File: src/mmbc_pkg.sv
package mmbc_pkg;

   // default number of fraction bits of state values, gains and command
   localparam int FRAC_BITS_DEF = 16;

   // time step is unsigned Q0.16
   localparam int DT_FRAC_BITS = 16;

   // stored integral is clamped to plus or minus this value
   localparam int INTEGRAL_LIMIT = 655360;

   // controller_mode codes
   localparam logic [1:0] MODE_FEEDBACK = 2'd0;
   localparam logic [1:0] MODE_PID      = 2'd1;
   localparam logic [1:0] MODE_POLE     = 2'd2;
   localparam logic [1:0] MODE_ZERO     = 2'd3;

   // register indexes on the csr port
   localparam logic [2:0] REG_MODE      = 3'd0;
   localparam logic [2:0] REG_GAIN_POS  = 3'd1;
   localparam logic [2:0] REG_GAIN_VEL  = 3'd2;
   localparam logic [2:0] REG_GAIN_ANG  = 3'd3;
   localparam logic [2:0] REG_GAIN_RATE = 3'd4;
   localparam logic [2:0] REG_PROP      = 3'd5;
   localparam logic [2:0] REG_INTEG     = 3'd6;
   localparam logic [2:0] REG_DERIV     = 3'd7;

   // fixed pole placement gains, plain integers
   localparam logic signed [31:0] POLE_GAIN_POS  = 32'sd1;
   localparam logic signed [31:0] POLE_GAIN_VEL  = 32'sd2;
   localparam logic signed [31:0] POLE_GAIN_ANG  = 32'sd30;
   localparam logic signed [31:0] POLE_GAIN_RATE = 32'sd6;

   // multiplier operand pair codes
   localparam logic [2:0] OP_POS  = 3'd0;  // position gain times cart_position
   localparam logic [2:0] OP_VEL  = 3'd1;  // velocity gain times cart_velocity
   localparam logic [2:0] OP_ANG  = 3'd2;  // angle gain times pendulum_angle
   localparam logic [2:0] OP_RATE = 3'd3;  // rate gain times angular_rate
   localparam logic [2:0] OP_DT   = 3'd4;  // pendulum_angle times time_step
   localparam logic [2:0] OP_KP   = 3'd5;  // prop_gain times pendulum_angle
   localparam logic [2:0] OP_KI   = 3'd6;  // integ_gain times integral
   localparam logic [2:0] OP_KD   = 3'd7;  // deriv_gain times angular_rate

   // request and response payload widths
   localparam int REQ_DATA_W = 144;
   localparam int RSP_DATA_W = 32;

   // controller to datapath
   typedef struct packed {
      logic       load;       // capture request, clear accumulator
      logic       mul_en;     // register one product
      logic [2:0] op;         // operand pair for the product
      logic       acc_sub;    // subtract the term instead of adding it
      logic       acc_shift;  // floor shift the product by the fraction bits
      logic       integ_upd;  // product updates the integral, not the sum
      logic       out_load;   // move saturated sum into the output register
   } cmd_type;

   // datapath to controller
   typedef struct packed {
      logic [1:0] mode;
      logic       out_busy;
   } status_type;

endpackage

File: src/mmbc_ctrl.sv
module mmbc_ctrl
   import mmbc_pkg::*;
(
   input  logic       clock,
   input  logic       reset,
   input  logic       req_tvalid,
   output logic       req_tready,
   input  status_type status,
   output cmd_type    cmd
);

   localparam logic [1:0] S_IDLE  = 2'd0;
   localparam logic [1:0] S_RUN   = 2'd1;
   localparam logic [1:0] S_DRAIN = 2'd2;
   localparam logic [1:0] S_FIN   = 2'd3;

   logic [1:0] state_ff, state_in;
   logic [1:0] step_ff, step_in;
   logic       accept;

   assign req_tready = (state_ff == S_IDLE);
   assign accept     = req_tvalid & req_tready;

   always_comb begin
      state_in = state_ff;
      step_in  = step_ff;
      cmd      = '0;
      case (state_ff)
         S_IDLE: begin
            if (accept) begin
               cmd.load = 1'b1;
               step_in  = 2'd0;
               state_in = (status.mode == MODE_ZERO) ? S_FIN : S_RUN;
            end
         end
         S_RUN: begin
            cmd.mul_en = 1'b1;
            case (status.mode)
               MODE_PID: begin
                  cmd.acc_shift = 1'b1;
                  case (step_ff)
                     2'd0: begin
                        cmd.op        = OP_DT;
                        cmd.integ_upd = 1'b1;
                     end
                     2'd1: cmd.op = OP_KP;
                     2'd2: cmd.op = OP_KI;
                     default: cmd.op = OP_KD;
                  endcase
               end
               default: begin
                  // feedback and fixed pole: negated sum of four products
                  cmd.acc_sub   = 1'b1;
                  cmd.acc_shift = (status.mode == MODE_FEEDBACK);
                  case (step_ff)
                     2'd0: cmd.op = OP_POS;
                     2'd1: cmd.op = OP_VEL;
                     2'd2: cmd.op = OP_ANG;
                     default: cmd.op = OP_RATE;
                  endcase
               end
            endcase
            step_in = step_ff + 2'd1;
            if (step_ff == 2'd3) begin
               state_in = S_DRAIN;
            end
         end
         S_DRAIN: begin
            // last product is summed on this edge
            state_in = S_FIN;
         end
         S_FIN: begin
            if (!status.out_busy) begin
               cmd.out_load = 1'b1;
               state_in     = S_IDLE;
            end
         end
         default: begin
            state_in = S_IDLE;
         end
      endcase
   end

   always_ff @(posedge clock) begin
      if (reset) begin
         state_ff <= S_IDLE;
         step_ff  <= 2'd0;
      end else begin
         state_ff <= state_in;
         step_ff  <= step_in;
      end
   end

   a_out_load_free: assert property (@(posedge clock) disable iff (reset)
      cmd.out_load |-> !status.out_busy)
      else $error("result loaded over an unread result");

   a_run_ends_in_drain: assert property (@(posedge clock) disable iff (reset)
      (state_ff == S_RUN && step_ff == 2'd3) |=> (state_ff == S_DRAIN))
      else $error("product sequence did not end after four steps");

   a_zero_mode_skips: assert property (@(posedge clock) disable iff (reset)
      (cmd.load && status.mode == MODE_ZERO) |=> (state_ff == S_FIN))
      else $error("output zero mode ran the multiplier");

endmodule

File: src/mmbc_dpath.sv
module mmbc_dpath
   import mmbc_pkg::*;
#(
   parameter int FRAC_BITS = FRAC_BITS_DEF
)
(
   input  logic                  clock,
   input  logic                  reset,
   input  cmd_type               cmd,
   output status_type            status,
   input  logic [REQ_DATA_W-1:0] req_tdata,
   input  logic                  csr_valid,
   input  logic [2:0]            csr_index,
   input  logic [31:0]           csr_data,
   output logic                  rsp_tvalid,
   input  logic                  rsp_tready,
   output logic [RSP_DATA_W-1:0] rsp_tdata
);

   // terms are at most 2^(62-FRAC_BITS) in size, four of them summed
   localparam int AW = 66 - FRAC_BITS;
   localparam logic signed [AW-1:0] SAT_MAX = AW'(32'sh7fff_ffff);
   localparam logic signed [AW-1:0] SAT_MIN = AW'(signed'(32'h8000_0000));
   localparam logic signed [33:0]   LIM_POS = 34'(INTEGRAL_LIMIT);
   localparam logic signed [33:0]   LIM_NEG = -LIM_POS;

   // configuration
   logic [1:0]         mode_ff;
   logic signed [31:0] gain_pos_ff, gain_vel_ff, gain_ang_ff, gain_rate_ff;
   logic signed [31:0] prop_ff, integ_gain_ff, deriv_ff;
   logic signed [31:0] integral_ff;

   // captured request
   logic signed [31:0] pos_ff, vel_ff, ang_ff, rate_ff;
   logic [15:0]        dt_ff;

   // product stage with its summing tags
   logic signed [31:0] op_a, op_b;
   logic signed [63:0] mul_out;
   logic signed [63:0] prod_ff;
   logic               pend_acc_ff, pend_sub_ff, pend_shift_ff, pend_integ_ff;

   logic signed [63:0] term;
   logic signed [AW-1:0] term_w;
   logic signed [AW-1:0] acc_ff, acc_in;

   logic signed [31:0] inc;
   logic signed [33:0] integ_sum;
   logic signed [31:0] integ_clamped;

   logic               rsp_valid_ff;
   logic [31:0]        rsp_data_ff;
   logic [31:0]        sat_val;

   assign status.mode     = mode_ff;
   assign status.out_busy = rsp_valid_ff & ~rsp_tready;

   // operand selection for the shared multiplier
   always_comb begin
      case (cmd.op)
         OP_POS: begin
            op_a = (mode_ff == MODE_POLE) ? POLE_GAIN_POS : gain_pos_ff;
            op_b = pos_ff;
         end
         OP_VEL: begin
            op_a = (mode_ff == MODE_POLE) ? POLE_GAIN_VEL : gain_vel_ff;
            op_b = vel_ff;
         end
         OP_ANG: begin
            op_a = (mode_ff == MODE_POLE) ? POLE_GAIN_ANG : gain_ang_ff;
            op_b = ang_ff;
         end
         OP_RATE: begin
            op_a = (mode_ff == MODE_POLE) ? POLE_GAIN_RATE : gain_rate_ff;
            op_b = rate_ff;
         end
         OP_DT: begin
            op_a = ang_ff;
            op_b = signed'({16'd0, dt_ff});
         end
         OP_KP: begin
            op_a = prop_ff;
            op_b = ang_ff;
         end
         OP_KI: begin
            op_a = integ_gain_ff;
            op_b = integral_ff;
         end
         OP_KD: begin
            op_a = deriv_ff;
            op_b = rate_ff;
         end
         default: begin
            op_a = '0;
            op_b = '0;
         end
      endcase
   end

   assign mul_out = op_a * op_b;

   // floor shift of the registered product
   assign term   = pend_shift_ff ? (prod_ff >>> FRAC_BITS) : prod_ff;
   assign term_w = signed'(term[AW-1:0]);

   always_comb begin
      acc_in = acc_ff;
      if (cmd.load) begin
         acc_in = '0;
      end else if (pend_acc_ff) begin
         acc_in = pend_sub_ff ? (acc_ff - term_w) : (acc_ff + term_w);
      end
   end

   // integral step: floor(angle * dt / 2^16), added and clamped
   assign inc       = signed'(prod_ff[DT_FRAC_BITS+31:DT_FRAC_BITS]);
   assign integ_sum = 34'(integral_ff) + 34'(inc);

   always_comb begin
      if (integ_sum > LIM_POS) begin
         integ_clamped = 32'(LIM_POS);
      end else if (integ_sum < LIM_NEG) begin
         integ_clamped = 32'(LIM_NEG);
      end else begin
         integ_clamped = integ_sum[31:0];
      end
   end

   always_comb begin
      if (acc_ff > SAT_MAX) begin
         sat_val = 32'h7fff_ffff;
      end else if (acc_ff < SAT_MIN) begin
         sat_val = 32'h8000_0000;
      end else begin
         sat_val = acc_ff[31:0];
      end
   end

   // configuration registers and integral
   always_ff @(posedge clock) begin
      if (reset) begin
         mode_ff       <= MODE_FEEDBACK;
         gain_pos_ff   <= '0;
         gain_vel_ff   <= '0;
         gain_ang_ff   <= '0;
         gain_rate_ff  <= '0;
         prop_ff       <= '0;
         integ_gain_ff <= '0;
         deriv_ff      <= '0;
         integral_ff   <= '0;
      end else begin
         if (csr_valid) begin
            case (csr_index)
               REG_MODE: begin
                  mode_ff     <= csr_data[1:0];
                  integral_ff <= '0;
               end
               REG_GAIN_POS:  gain_pos_ff   <= csr_data;
               REG_GAIN_VEL:  gain_vel_ff   <= csr_data;
               REG_GAIN_ANG:  gain_ang_ff   <= csr_data;
               REG_GAIN_RATE: gain_rate_ff  <= csr_data;
               REG_PROP:      prop_ff       <= csr_data;
               REG_INTEG:     integ_gain_ff <= csr_data;
               REG_DERIV:     deriv_ff      <= csr_data;
               default: begin
               end
            endcase
         end else if (pend_integ_ff) begin
            integral_ff <= integ_clamped;
         end
      end
   end

   // request capture and product register
   always_ff @(posedge clock) begin
      if (cmd.load) begin
         pos_ff  <= req_tdata[31:0];
         vel_ff  <= req_tdata[63:32];
         ang_ff  <= req_tdata[95:64];
         rate_ff <= req_tdata[127:96];
         dt_ff   <= req_tdata[143:128];
      end
      if (cmd.mul_en) begin
         prod_ff <= mul_out;
      end
      acc_ff <= acc_in;
      if (cmd.out_load) begin
         rsp_data_ff <= sat_val;
      end
   end

   always_ff @(posedge clock) begin
      if (reset) begin
         pend_acc_ff   <= 1'b0;
         pend_sub_ff   <= 1'b0;
         pend_shift_ff <= 1'b0;
         pend_integ_ff <= 1'b0;
         rsp_valid_ff  <= 1'b0;
      end else begin
         pend_acc_ff   <= cmd.mul_en & ~cmd.integ_upd;
         pend_sub_ff   <= cmd.acc_sub;
         pend_shift_ff <= cmd.acc_shift;
         pend_integ_ff <= cmd.mul_en & cmd.integ_upd;
         rsp_valid_ff  <= cmd.out_load | (rsp_valid_ff & ~rsp_tready);
      end
   end

   assign rsp_tvalid = rsp_valid_ff;
   assign rsp_tdata  = rsp_data_ff;

   a_integral_bounded: assert property (@(posedge clock) disable iff (reset)
      (integral_ff <= 32'(LIM_POS)) && (integral_ff >= 32'(LIM_NEG)))
      else $error("integral outside its clamp");

   a_integ_only_pid: assert property (@(posedge clock) disable iff (reset)
      pend_integ_ff |-> (mode_ff == MODE_PID))
      else $error("integral updated outside pid mode");

endmodule

File: src/multi_mode_balance_controller.sv
// channel   direction  handshake                    payload
// req       in         req_tvalid / req_tready      pendulum state and time step
// rsp       out        rsp_tvalid / rsp_tready      velocity command
// csr       in         csr_valid / csr_ready        register index and write data
//
// a request runs through a capture step, four products on the single shared 32x32
// multiplier, a step to sum the last product and a step to load the output register,
// which waits while an unread result holds it; no new request is taken until the load
// output zero mode skips the multiplier and goes from capture straight to the load
// reset is synchronous and active high; it clears the sequencer, the gains, the
// mode, the integral and the output valid flag, and no clearing pass follows
// a result waiting on rsp_tready does not block the next request; only a
// second finished result waits for the output register to free up
module multi_mode_balance_controller
   import mmbc_pkg::*;
#(
   parameter int FRAC_BITS = FRAC_BITS_DEF
)
(
   input  logic                  clock,
   input  logic                  reset,
   // request channel
   input  logic                  req_tvalid,
   output logic                  req_tready,
   // cart_position, cart_velocity, pendulum_angle, angular_rate, time_step
   input  logic [REQ_DATA_W-1:0] req_tdata,
   // result channel
   output logic                  rsp_tvalid,
   input  logic                  rsp_tready,
   // velocity_command
   output logic [RSP_DATA_W-1:0] rsp_tdata,
   // register write port
   input  logic                  csr_valid,
   output logic                  csr_ready,
   input  logic [2:0]            csr_index,
   input  logic [31:0]           csr_data
);

   cmd_type    cmd;
   status_type status;

   // writes are to arrive only while idle, which the block does not check; they are always taken
   assign csr_ready = 1'b1;

   // sequencer: request handshake and product schedule per mode
   mmbc_ctrl u_ctrl (
      .clock      (clock),
      .reset      (reset),
      .req_tvalid (req_tvalid),
      .req_tready (req_tready),
      .status     (status),
      .cmd        (cmd)
   );

   // registers, shared multiplier, accumulator, integral and output register
   mmbc_dpath #(
      .FRAC_BITS (FRAC_BITS)
   ) u_dpath (
      .clock      (clock),
      .reset      (reset),
      .cmd        (cmd),
      .status     (status),
      .req_tdata  (req_tdata),
      .csr_valid  (csr_valid),
      .csr_index  (csr_index),
      .csr_data   (csr_data),
      .rsp_tvalid (rsp_tvalid),
      .rsp_tready (rsp_tready),
      .rsp_tdata  (rsp_tdata)
   );

endmodule

File: config.mk
export PLATFORM = sky130hd
export DESIGN_NAME = multi_mode_balance_controller
export DESIGN_NICKNAME = d
export VERILOG_FILES = /design/src/mmbc_pkg.sv /design/src/mmbc_ctrl.sv /design/src/mmbc_dpath.sv /design/src/multi_mode_balance_controller.sv
export SDC_FILE = /design/constraint.sdc
export NUM_CORES = 2
export LEC_CHECK = 0
export ABC_AREA = 1
export BUFFER_PORTS_ARGS = -buffer_cell sky130_fd_sc_hd__buf_2
export CAP_MARGIN = 15
export CELL_PAD_IN_SITES_DETAIL_PLACEMENT = 0
export CELL_PAD_IN_SITES_GLOBAL_PLACEMENT = 2
export CORE_ASPECT_RATIO = 0.9
export CORE_UTILIZATION = 43
export DETAILED_ROUTE_END_ITERATION = 10
export PLACE_DENSITY_LB_ADDON = 0.1
export SLEW_MARGIN = 20
export SYNTH_ARGS = -nofsm -noshare
export SYNTH_HDL_FRONTEND = slang
export SYNTH_SLANG_ARGS = --single-unit
File: constraint.sdc
create_clock -name clock -period 17.65 [get_ports clock]
set_clock_uncertainty 0.1 [all_clocks]
set_input_delay 0.8825 -clock clock [delete_from_list [all_inputs] [get_ports clock]]
set_output_delay 0.8825 -clock clock [all_outputs]
set_load 0.02 [all_outputs]
; Yosys cells after proc, flatten, opt, wreduce, memory -nomap -nowiden
; Cells that the tools add are included.
[totals]
reg_bits = 557
in_bits = 184
output_inout_bits = 35
word_cells = 122
[classes]
addsub = 4
n_mul = 1
magnitude_cmp = 4
eq_ne = 27
n_mux = 33
bitwise_logic = 8
n_reduce_logical = 21
[ops]
columns = op, count
row1 = 32-bit two-way mux, 10
row2 = 32-bit case mux with 8 select lines, 1
row3 = 32-bit case mux with 6 select lines, 1
row4 = 50-bit two-way mux, 2
row5 = 32-bit by 32-bit multiplier with 64-bit output, 1
row6 = 50-bit adder, 1
row7 = 50-bit by 32-bit > comparator with 1-bit output (second input constant), 1
row8 = 50-bit by 32-bit less-than comparator with 1-bit output (second input constant), 1
row9 = 50-bit subtractor, 1
row10 = 34-bit by 21-bit > comparator with 1-bit output (second input constant), 1
row11 = 34-bit by 21-bit less-than comparator with 1-bit output (second input constant), 1
row12 = 32-bit by 32-bit adder with 33-bit output, 1
row13 = 3-bit equality test (second input constant), 8
row14 = 2-bit AND reduction, 10
row15 = 2-bit equality test (second input constant), 6
row16 = 3-bit by 2-bit equality test with 1-bit output (second input constant), 4
row17 = 2-bit case mux with 3 select lines, 2
row18 = 2-bit two-way mux, 5
row19 = 1-bit two-way mux, 8
row20 = 2-bit case mux with 4 select lines, 1
row21 = 7-bit two-way mux, 1
row22 = 2-bit by 1-bit equality test with 1-bit output (second input constant), 3
row23 = 3-bit by 1-bit equality test with 1-bit output (second input constant), 2
row24 = 2-bit zero test, 3
row25 = other kinds (12), 23

; Depth between registers and ports, before layout
[depth]
word_depth = 8
ltp_mapped = 47
depth_no_buf = 44

; Cells and area by module
; A second synthesis with hierarchy kept.
[hier_totals]
cells_unflattened = 8030
hier_area_um2 = 65386.5
[by_module_without_submodules]
columns = module, n_inst, cells_each, area_per_inst_um2, seq_area_each_um2
row1 = mmbc_dpath, 1, 7971, 64994.8, 13472.9
row2 = mmbc_ctrl, 1, 57, 380.4, 80.1
row3 = multi_mode_balance_controller, 1, 2, 11.3, 0.0

; Worst setup path before layout
; OpenSTA, ideal clock, no wires.
[synth_timing]
path_type = flip-flop to flip-flop
startpoint = reg u_ctrl.state_ff[1]
endpoint = reg u_dpath.prod_ff[63], data pin
arrival_ns = 10.074
required_time_ns = 17.285
setup_slack_ns = 7.212
stages_incl_launch_ff = 37
path_buffers = 2
synth_period_minus_slack_ns = 10.438
cell_sequence = dfxtp_1 -> inv_1 -> ha_1 -> inv_2 -> nor2_2 -> inv_2 -> nor2_2 -> inv_2 -> nor2_2 -> buf_2 -> nand2_1 -> nand3_1 -> nand2_1 -> nand3_1 -> a21oi_2 -> buf_2 -> nor2_1 -> fa_1 -> fa_1 -> fa_1 -> fa_1 -> inv_1 -> fa_1 -> inv_1 -> fa_1 -> inv_1 -> fa_1 -> fa_1 -> inv_1 -> ha_1 -> a21oi_1 -> inv_1 -> nor2_1 -> o21ai_0 -> a221oi_1 -> o211ai_1 -> xor2_1
[synth_between]
elab_chain_len = 6
word_cells_on_any_way = 15
cone_classes = mul (1) / eq/ne (8) / mux (3) / reduce/logical (3)
[synth_rtl]
columns = item, line_no
row1 = "start, declared", mmbc_ctrl.sv:17  ; logic [1:0] state_ff, state_in;
row2 = "start signal, assigned", mmbc_ctrl.sv:89  ; state_ff <= state_in;
row3 = 2-bit by 1-bit equality test with 1-bit output (*), mmbc_ctrl.sv:28  ; case (state_ff)
row4 = 7-bit two-way mux (*), mmbc_ctrl.sv:28
row5 = 3-bit by 2-bit equality test with 1-bit output or 3-bit equality test (tied branches), mmbc_dpath.sv:60  ; case (cmd.op)
row6 = 2-bit OR reduction (no source line), n/a
row7 = 32-bit case mux with 6 select lines, mmbc_dpath.sv:60
row8 = 32-bit by 32-bit multiplier with 64-bit output (*), mmbc_dpath.sv:100  ; assign mul_out = op_a * op_b;
row9 = named net u_dpath.mul_out[63], mmbc_dpath.sv:39  ; logic signed [63:0] mul_out;
row10 = "end signal, assigned", mmbc_dpath.sv:184  ; prod_ff <= mul_out;
row11 = "end, declared", mmbc_dpath.sv:40  ; logic signed [63:0] prod_ff;
; The timed path passes the listed nets; every way through them passes the cells marked *.
; A chain may end at the register's enable or synchronous reset.

; Worst setup path in the final report
[layout_timing]
startpoint = reg u_ctrl.step_ff[0]
endpoint = reg u_dpath.prod_ff[50], data pin
[layout_between]
elab_chain_len = 8
word_cells_on_any_way = 20
cone_classes = mul (1) / eq/ne (9) / mux (6) / reduce/logical (4)
[layout_rtl]
columns = item, line_no
row1 = "start, declared", mmbc_ctrl.sv:18  ; logic [1:0] step_ff, step_in;
row2 = "start signal, assigned", mmbc_ctrl.sv:90  ; step_ff <= step_in;
row3 = 2-bit equality test (tied with other cells), "mmbc_ctrl.sv:41, mmbc_ctrl.sv:55"
row4 = 2-bit case mux with 3 select lines, "mmbc_ctrl.sv:41, mmbc_ctrl.sv:55"
row5 = 3-bit two-way mux (*), mmbc_ctrl.sv:38  ; case (status.mode)
row6 = 7-bit two-way mux (*), mmbc_ctrl.sv:28
row7 = 3-bit by 2-bit equality test with 1-bit output or 3-bit equality test (tied branches), mmbc_dpath.sv:60
row8 = 2-bit OR reduction (no source line), n/a
row9 = 32-bit case mux with 6 select lines, mmbc_dpath.sv:60
row10 = 32-bit by 32-bit multiplier with 64-bit output (*), mmbc_dpath.sv:100
row11 = named net u_dpath.mul_out[50], mmbc_dpath.sv:39
; Marked as above.

==> out/metrics.yaml <==
critPathSlowestCell: "fa_1"
worst-path-buf-inv: 10
yosysWarnings: 0
hold_class: "input pin to flop"
synth-edff-count: 240
vias_per_cell: 5.39
synth_most_common_cell: "inv_1"
yosys.area.top_type: "fa_1"
synth_cells: 8026
fin_crit_sh_pct: 65.8
seq_area_frac_synth_pct: 20.7
ys_ff_latch: 557
fmax_mhz: 86.1
synth_top_cell_area_share_pct: 33.1
avgSynthCellArea_um2: 8.16
synth_area_mm2: 0.0655
maxCapViolations: 0
ys_types: 61
fin_crit_ps: 11620
async_flop_share_pct: 0
area_growth_pct: 8.41
portBuffers: 217
wire_per_inst_um: 24.9
worstSetupEndpointType: "flop"
drt_first_pass_iters: 6
die_x_um: 413
outcome: "completed"
totalWireLength_um: 253000
drtIter0Drc: 4938
ctsResizeCount: 0
setup_tns_ps: 0
grt_pass1_wl_um: 374000
slew-limit-headroom_pct: 21.8
antenna_found_initial: 12
cts_root_buf: "clkbuf_16"
cts_buffers: 68
maxSlewViolCount: 0
post-cts-setup-buffer-count: 0
nFillCells: 15200
path_clk_slew_ps: 60
drc: 0
layout-drive-gt1-share_pct: 7.89
cp.arrival_ps: 11940
rsz0062_at_grt: "false"
cts.sinks: 557
setup_viol: 0
io_pins: 219
syn_nets: 9569
grt_pass1_vias: 55600
synthFlopType: "dfxtp_1"
gp_congestion: 0.967
via_count: 54700
die_y_um: 372
clkLatencyLatePin_ps: 690
criticalPathCategory: "flop to flop"
required_ps: 17970
synth_commonest_cells: "inv_1 (1529), nor2_1 (1379), nand2_1 (1319)"
critPathMaxStageDelay_ps: 610
path_common_cell: "fa_1"
gr-total-overflow: 0
core_mm2: 0.151
cts_tree: "built"
hold_violations: 0
rows: 135
hold_slack_ps: 276
nets: 9656
crit_path_max_fanout: 33
grt_max_degree: 109
worst_slew_pin_slew_ps: 1170
cpLargestDelayFamily: "adder cells"
initial_core_util_pct: 43.4
ctsHtreeMaxLevel: 3
cp-start-kind: "flop"
clk_path_buf_depth: 3
grt_usage_pct: 33.4
dp_hpwl_um: 199000
hold_buffers: 0
ant_nets: 0
die_area_mm2: 0.154
synth.area.top_cells: "fa_1 (33%), edfxtp_1 (11%), dfxtp_1 (9.7%)"
logic make-up after synthesis:
kind of cell | synth area share [%]
fa+ha+maj | 38.4
compound gates | 8.65
flops | 20.7
mux | 0.0153
simple gates | 18.7
xor+xnor | 2.22
other cells | 0.00573
buf+inv | 11.3
flip-flops by register name, summed over array words and instances, names as in the netlist, 2 cells and up:
name	cells
u_dpath.dt_ff	16
u_dpath.vel_ff	32
u_dpath.integral_ff	32
u_dpath.deriv_ff	32
u_dpath.integ_gain_ff	32
u_ctrl.step_ff	2
u_dpath.rsp_tdata	32
u_dpath.gain_vel_ff	32
u_dpath.prop_ff	32
u_ctrl.state_ff	2
u_dpath.mode_ff	2
u_dpath.rate_ff	32
u_dpath.acc_ff	50
u_dpath.prod_ff	64
u_dpath.gain_ang_ff	32
u_dpath.pos_ff	32
u_dpath.gain_rate_ff	32
u_dpath.ang_ff	32
u_dpath.gain_pos_ff	32
layer usage:
metal  global-route usage [%]  part of all wire, %  vias up
met5                        0                    0        -
met3                     6.38                  8.3      279
met1                     48.5                   45    27700
met2                     51.1                   44     2176
met4                     8.42                  2.7        0
li1                         -                    -    24600
path summary, 6_finish.rpt:
kind | start | endpoint | slack, ps | cells past startpoint
worst max register to register | u_ctrl.step_ff[0] | u_dpath.prod_ff[50] | 6030 | 41
worst min-delay path | req_tdata[1] | u_dpath.pos_ff[1] | 280 | 1
worst min register to register | u_dpath.mode_ff[1] | u_dpath.pend_shift_ff | 380 | 1
worst max-delay path | u_ctrl.step_ff[0] | u_dpath.prod_ff[50] | 6030 | 41
placed cells by master, fill, tap and decap left out, types with 15 or more instances in the layout:
cell	n
a22o_1	33
clkinv_1	17
xnor2_1	58
nor2_1	1370
o21ai_2	17
o211ai_1	15
o21ai_1	19
fa_1	1084
nand4_1	53
a221oi_1	36
a21oi_1	288
a21o_1	19
nor3_1	20
o21ai_0	401
dfxtp_1	316
o21a_1	24
a21oi_2	39
inv_2	41
nand2_2	25
a31oi_1	35
clkbuf_16	68
nor2_2	33
buf_2	217
nand2_1	1319
edfxtp_1	240
buf_4	124
nand3_1	183
ha_1	274
inv_1	1519
xor2_1	108
metrics by stage:
| stage | utilization, % | instance area (um^2) | std cells | setup slack (ps) |
|---|---|---|---|---|
| 4_1_cts | 47.0 | 70900 | 10100 | 6150 |
| 2_1_floorplan | - | 65500 | 8026 | 7210 |
| 6_report | 47.1 | 71000 | 10200 | 6030 |
| 3_3_place_gp | 45.6 | 68700 | 10000 | 6070 |
| 5_1_grt | 47.1 | 71000 | 10200 | 5510 |
| 3_5_place_dp | 45.6 | 68700 | 10000 | 6220 |
cell type report:
type / count / area, um^2 / share of cell area [%]
multi-input combinational: 5573 / 44800 / 63.0
sequential: 557 / 13600 / 19.1
inverter: 1571 / 5900 / 8.32
tap: 1986 / 2480 / 3.50
timing repair buffer: 342 / 2040 / 2.88
clock buffer: 84 / 1820 / 2.57
clock inverter: 35 / 402 / 0.566
antenna: 8 / 20.0 / 0.0282
Power is not shown: default switching activity piles up to over one toggle a cycle in this logic, so the estimate is an artifact.
